===== config.mk =====
export PLATFORM = sky130hd
export DESIGN_NAME = cdq_ctrl
export DESIGN_NICKNAME = d
export VERILOG_FILES = /design/src/sv/cdq_pkg.sv /design/src/sv/cdq_ctrl.sv
export VERILOG_INCLUDE_DIRS = /design/src /design/src/sv
export SDC_FILE = /design/constraint.sdc
export NUM_CORES = 1
export LEC_CHECK = 0
export BUFFER_PORTS_ARGS = -buffer_cell sky130_fd_sc_hd__buf_4
export CAP_MARGIN = 0
export CORE_AREA = 10 10 47 49
export DETAILED_ROUTE_END_ITERATION = 8
export DIE_AREA = 0 0 57 59
export SETUP_SLACK_MARGIN = 0.2
export SLEW_MARGIN = 10
export SYNTH_ARGS = -nofsm -noshare
export SYNTH_HDL_FRONTEND = slang
export SYNTH_SLANG_ARGS = --single-unit
export TNS_END_PERCENT = 20

===== constraint.sdc =====
create_clock -name clk -period 1.47 [get_ports clk]
set_input_delay 0.147 -clock clk [delete_from_list [all_inputs] [get_ports clk]]
set_output_delay 0.147 -clock clk [all_outputs]
set_load 0.005 [all_outputs]

===== src/sv/circular_deque_top_defines.svh =====
// Assertion macros shared by the deque controller and datapath.
`ifndef CIRCULAR_DEQUE_TOP_DEFINES_SVH
`define CIRCULAR_DEQUE_TOP_DEFINES_SVH

`ifndef SYNTHESIS
// Same-cycle implication, disabled while reset is held.
`define CDQ_ASSERT_IMP(lbl, clk, rstn, ante, cons) \
  lbl: assert property (@(posedge clk) disable iff (!rstn) (ante) |-> (cons)) \
    else $error("deque assertion failed");
// Next-cycle implication, disabled while reset is held.
`define CDQ_ASSERT_NXT(lbl, clk, rstn, ante, cons) \
  lbl: assert property (@(posedge clk) disable iff (!rstn) (ante) |=> (cons)) \
    else $error("deque assertion failed");
`else
`define CDQ_ASSERT_IMP(lbl, clk, rstn, ante, cons)
`define CDQ_ASSERT_NXT(lbl, clk, rstn, ante, cons)
`endif

`endif


===== src/sv/cdq_pkg.sv =====
// Types and constants shared by the circular deque modules.
package cdq_pkg;

  localparam int VALUE_W = 32;
  localparam int COUNT_W = 5;

  typedef logic signed [VALUE_W-1:0] word_t;
  typedef logic [COUNT_W-1:0]        count_field_t;

  localparam word_t ALL_ONES = '1;

  // Requested action codes.
  typedef enum logic [1:0] {
    ACT_PUSH_REAR  = 2'd0,
    ACT_PUSH_FRONT = 2'd1,
    ACT_POP_FRONT  = 2'd2,
    ACT_POP_REAR   = 2'd3
  } action_t;

  // Controller states.
  typedef enum logic [1:0] {
    S_IDLE,
    S_EXEC,
    S_FETCH,
    S_RESULT
  } state_t;

  // Commands from the controller to the datapath.
  typedef struct packed {
    logic capture;
    logic exec;
    logic fetch;
    logic load;
  } cdq_cmd_t;

  // Status from the datapath to the controller.
  typedef struct packed {
    logic need_read;
    logic out_valid;
  } cdq_status_t;

endpackage


===== src/sv/cdq_ctrl.sv =====
// Controller state machine that sequences one deque request at a time.
`include "circular_deque_top_defines.svh"

module cdq_ctrl import cdq_pkg::*; (
  input  logic        clk,
  input  logic        rst_n,
  input  logic        in_valid,
  output logic        in_ready,
  input  logic        out_ready,
  input  cdq_status_t status,
  output cdq_cmd_t    cmd
);

  state_t state_r;
  state_t state_nxt;

  // State register.
  always_ff @(posedge clk) begin
    if (!rst_n) begin
      state_r <= S_IDLE;
    end else begin
      state_r <= state_nxt;
    end
  end

  // Next state and commands.
  always_comb begin
    state_nxt = state_r;
    in_ready  = 1'b0;
    cmd       = '0;
    unique case (state_r)
      S_IDLE: begin
        in_ready = 1'b1;
        if (in_valid) begin
          cmd.capture = 1'b1;
          state_nxt   = S_EXEC;
        end
      end
      S_EXEC: begin
        cmd.exec  = 1'b1;
        state_nxt = status.need_read ? S_FETCH : S_RESULT;
      end
      S_FETCH: begin
        cmd.fetch = 1'b1;
        state_nxt = S_RESULT;
      end
      S_RESULT: begin
        // The result register must be empty or draining this cycle.
        if (!status.out_valid || out_ready) begin
          cmd.load  = 1'b1;
          state_nxt = S_IDLE;
        end
      end
    endcase
  end

  // A transfer on the request side always starts execution next cycle.
  `CDQ_ASSERT_NXT(a_accept_exec, clk, rst_n, in_valid && in_ready, state_r == S_EXEC)
  // The memory fetch cycle only follows an execute cycle.
  `CDQ_ASSERT_IMP(a_fetch_after_exec, clk, rst_n, state_r == S_FETCH, $past(state_r) == S_EXEC)
  // Requests are only taken while the controller is idle.
  `CDQ_ASSERT_IMP(a_ready_idle, clk, rst_n, in_ready, state_r == S_IDLE)

endmodule


==> impl_summary.md <==
Outcome
The run finished with clean final reports.

Clocking
The clock net in this run drives a total of 2 sinks. Clock tree synthesis selected as its root buffer the cell clkbuf_4. The number of buffers inserted during clock tree synthesis is 3. The clock tree from TritonCTS is built.

The clock insertion delay at the later pin of the skew report is 0.23 ns. After clock tree synthesis, the clock-pin slew on the worst setup and hold paths is 0.03 ns. CTS built an H-tree with a depth of 1. The maximum buffer depth of the clock tree is 2.

Pwr
The switching power is 0.0002176 W. Cell internal power was estimated by the tool at 0.0003998 W. Of the total power, combinational logic draws 0.562. Summed over all cells, the static leakage comes to around 0.17 nW. The part of the total power dissipated in sequential elements is 0.231.

The largest voltage drop on the vdd net is 0.3076 mV. The power per cell area is 1597 nW/um^2. The relative contribution of the clock network to total power is 0.207.

The switching portion of total power is 0.3525.

Floorplan
The I/O pin total is 11. The horizontal die dimension is 57 um. In this run the standard cell core region covers 1401 um^2.

The die covers 3363 um^2. Measured along the y axis, the die boundary spans around 59 um. After floorplanning, the core was divided into 14 placement rows. The initial utilization of the core area, before any placement, comes to 0.1357.

Route
The average via count per standard cell is 3.788. The number of optimization iterations in the first detailed-route pass is 4. The total via count in the routed design is 197. For this block, the routed nets add up to 564 um of wire.

After detailed routing, the number of remaining DRC violations is 0. In this run the remaining antenna-violating nets after routing total 0. Dividing the detail-routed wire length by the instance count gives 10.85 um. The initial DRC count is 2.

Global route
Entering global routing, the biggest net connects 6 pins. The aggregate global routing overflow is 0. The via count of the first global-routing pass is 201. The initial antenna violation count is 0. The first global-routing pass estimated between 800 and 900 um of wire. The total routing resource utilization after global routing is 0.03627.

Synthesis
The number of nets in the synthesized netlist is 31. Counting every instance in the synthesized netlist gives 21. The sequential cell area fraction in the yosys report is 0.2105.

The synthesized area per cell is 9.056 um^2. During synthesis, Yosys emitted a total of 0 warnings. After synthesis the cells add up to 190.2 um^2. The number of distinct standard cells referenced by the synthesized netlist is 14. Synthesis inferred 2 register bits.

Final layout
The area growth from synthesis to layout is 103.3%. The final instance count without filler cells is 52. The flip-flop count of the largest register after layout is 2. The most common library cell in the layout ignoring fill and taps is buf_4. state_r holds more flip-flops than any other register. The largest registers in the layout are state_r (2). In the final design database the tool counted 48 nets. In the layout the commonest cells are buf_4, ha_4, clkbuf_4.

The total inserted antenna cells is 0. Once layout is complete, the utilization of the core stands at 0.2759. In the final layout, the share of cells above drive strength 1 is 0.6944.

Critical path
The worst-path maximum fanout is 5. The worst register-to-register path begins at state_r[1]. The reg-to-reg endpoint is state_r[0]. The worst register-to-register path has a setup slack of 0.22 ns. STA classifies the critical path startpoint as a register. Data on the critical path arrives at its endpoint at roughly 1.4 ns.

The number of cells on the worst reg-to-reg path is 5. The data required time of the critical path is 1.59 ns. The critical path endpoint category is a register. The critical path start-end classification is reg -> reg.

Placed design
Routability-driven placement finished with a final weighted congestion of 0.6227. Once placement completed, the tool counted placed cells totaling 47. Summed over all nets, the half-perimeter wirelength after detailed placement is ~400 um. Input and output buffers added on the ports amount to 10.

Worst hold path
The hold path endpoint is state_r[0]. The worst hold-check path type is in -> reg. The worst hold path begins at rst_n.

The cell depth of the worst min-delay path is 2.

STA
The number of hold violations in the final report is 0. For the pin with the worst max-slew slack, the measured transition is 0.1761 ns. The final worst clock skew is around 0.004 ns. Setup repair after global routing could not meet its margin everywhere.

Headroom to the max-slew limit came out at 0.8816. The final-report max-slew violation count came to 0. The final critical path time including I/O delays and setup is 1.248 ns.

The achievable clock frequency is 801.3 MHz. Setup violations remaining at the end of the flow were counted as 0. The final critical-path share of the clock period is 0.8490. After routing, the total negative slack on setup checks comes to 0 ns.

Job
The number of max-capacitance violations reported is 0.
## cells in the mapped netlist
master	number	area, um^2
o211ai_1	1	7.510
nor2b_1	2	12.51
o31a_1	1	8.760
nand2_1	1	3.750
a21boi_0	1	7.510
dfxtp_1	2	40.04
and2_1	1	6.260
and3b_4	1	12.51
mux2i_1	1	10.01
ha_1	4	50.05
inv_1	3	11.26
o31ai_1	1	7.510
nor3_1	1	5.000
o21a_1	1	7.510
## repair_timing
action                                  CTS  global route
hold buffers                              0             0
endpoints found under the setup margin    4             3
hold endpoints to repair                  0             0
resized for setup                         3            16
buffers inserted                          0             2
pin swaps                                 0             6
## kinds of logic after synthesis
logic type	after synthesis	synth area share
simple gates	6	0.2105
compound gates	5	0.2040
fa+ha+maj	4	0.2632
buf+inv	3	0.05921
flops	2	0.2105
mux	1	0.05263
## power groups by stage
stage | registers (W) | logic (W) | clock network [W]
floorplan | 0.0000986 | 0.000149 | 0
global placement | 0.000105 | 0.000255 | 0
detailed placement | 0.000105 | 0.000256 | 0
CTS | 0.000109 | 0.000263 | 0.000136
global route | 0.000150 | 0.000393 | 0.000141
finish | 0.000143 | 0.000347 | 0.000128
## critical path, stage by stage (launching register included)
cell and delay, ns:
dfxtp_4 0.38, inv_4 0.06, ha_4 0.15, nor2b_4 0.11, o31a_1 0.26, o21a_1 0.18
## metal layers
layer	wire length, um	track usage	vias to the layer above
li1	-	-	102
met1	218	0.03555	84
met2	262	0.04186	9
met3	63	0.03219	2
met4	20	0.04027	0
met5	0	0	-
## area by class of cell
class	count	area [um^2]
clock buffer	3	22.52
multi-input combinational	16	186.4
sequential	2	47.55
timing repair buffer	12	93.84
inverter	3	16.27
tap	16	20.02
fill	159	1015
## stage by stage
stage               total power, W  hold WS, ns  cell area, um^2  setup slack, ns
global route             0.0006839       0.1490            386.6           0.1863
floorplan                0.0002474       0.2645            190.2           0.2237
detailed placement       0.0003612       0.3821            285.3           0.1607
finish                   0.0006174       0.1438            386.6           0.2220
CTS                      0.0005081       0.1365            312.8           0.1839
global placement         0.0003599       0.3781            285.3           0.1685
## worst max path at each step
| stage | startpoint | endpoint | slack, ns | depth (start not counted) |
|---|---|---|---|---|
| floorplan | state_r[0] | state_r[0] | 0.22 | 4 |
| global placement | state_r[0] | state_r[0] | 0.17 | 4 |
| detailed placement | state_r[0] | state_r[0] | 0.16 | 4 |
| CTS | state_r[0] | state_r[0] | 0.18 | 4 |
| global route | state_r[0] | cmd[0] | 0.19 | 3 |
| finish | state_r[1] | state_r[0] | 0.22 | 5 |
Power figures use the tool's default switching activity.
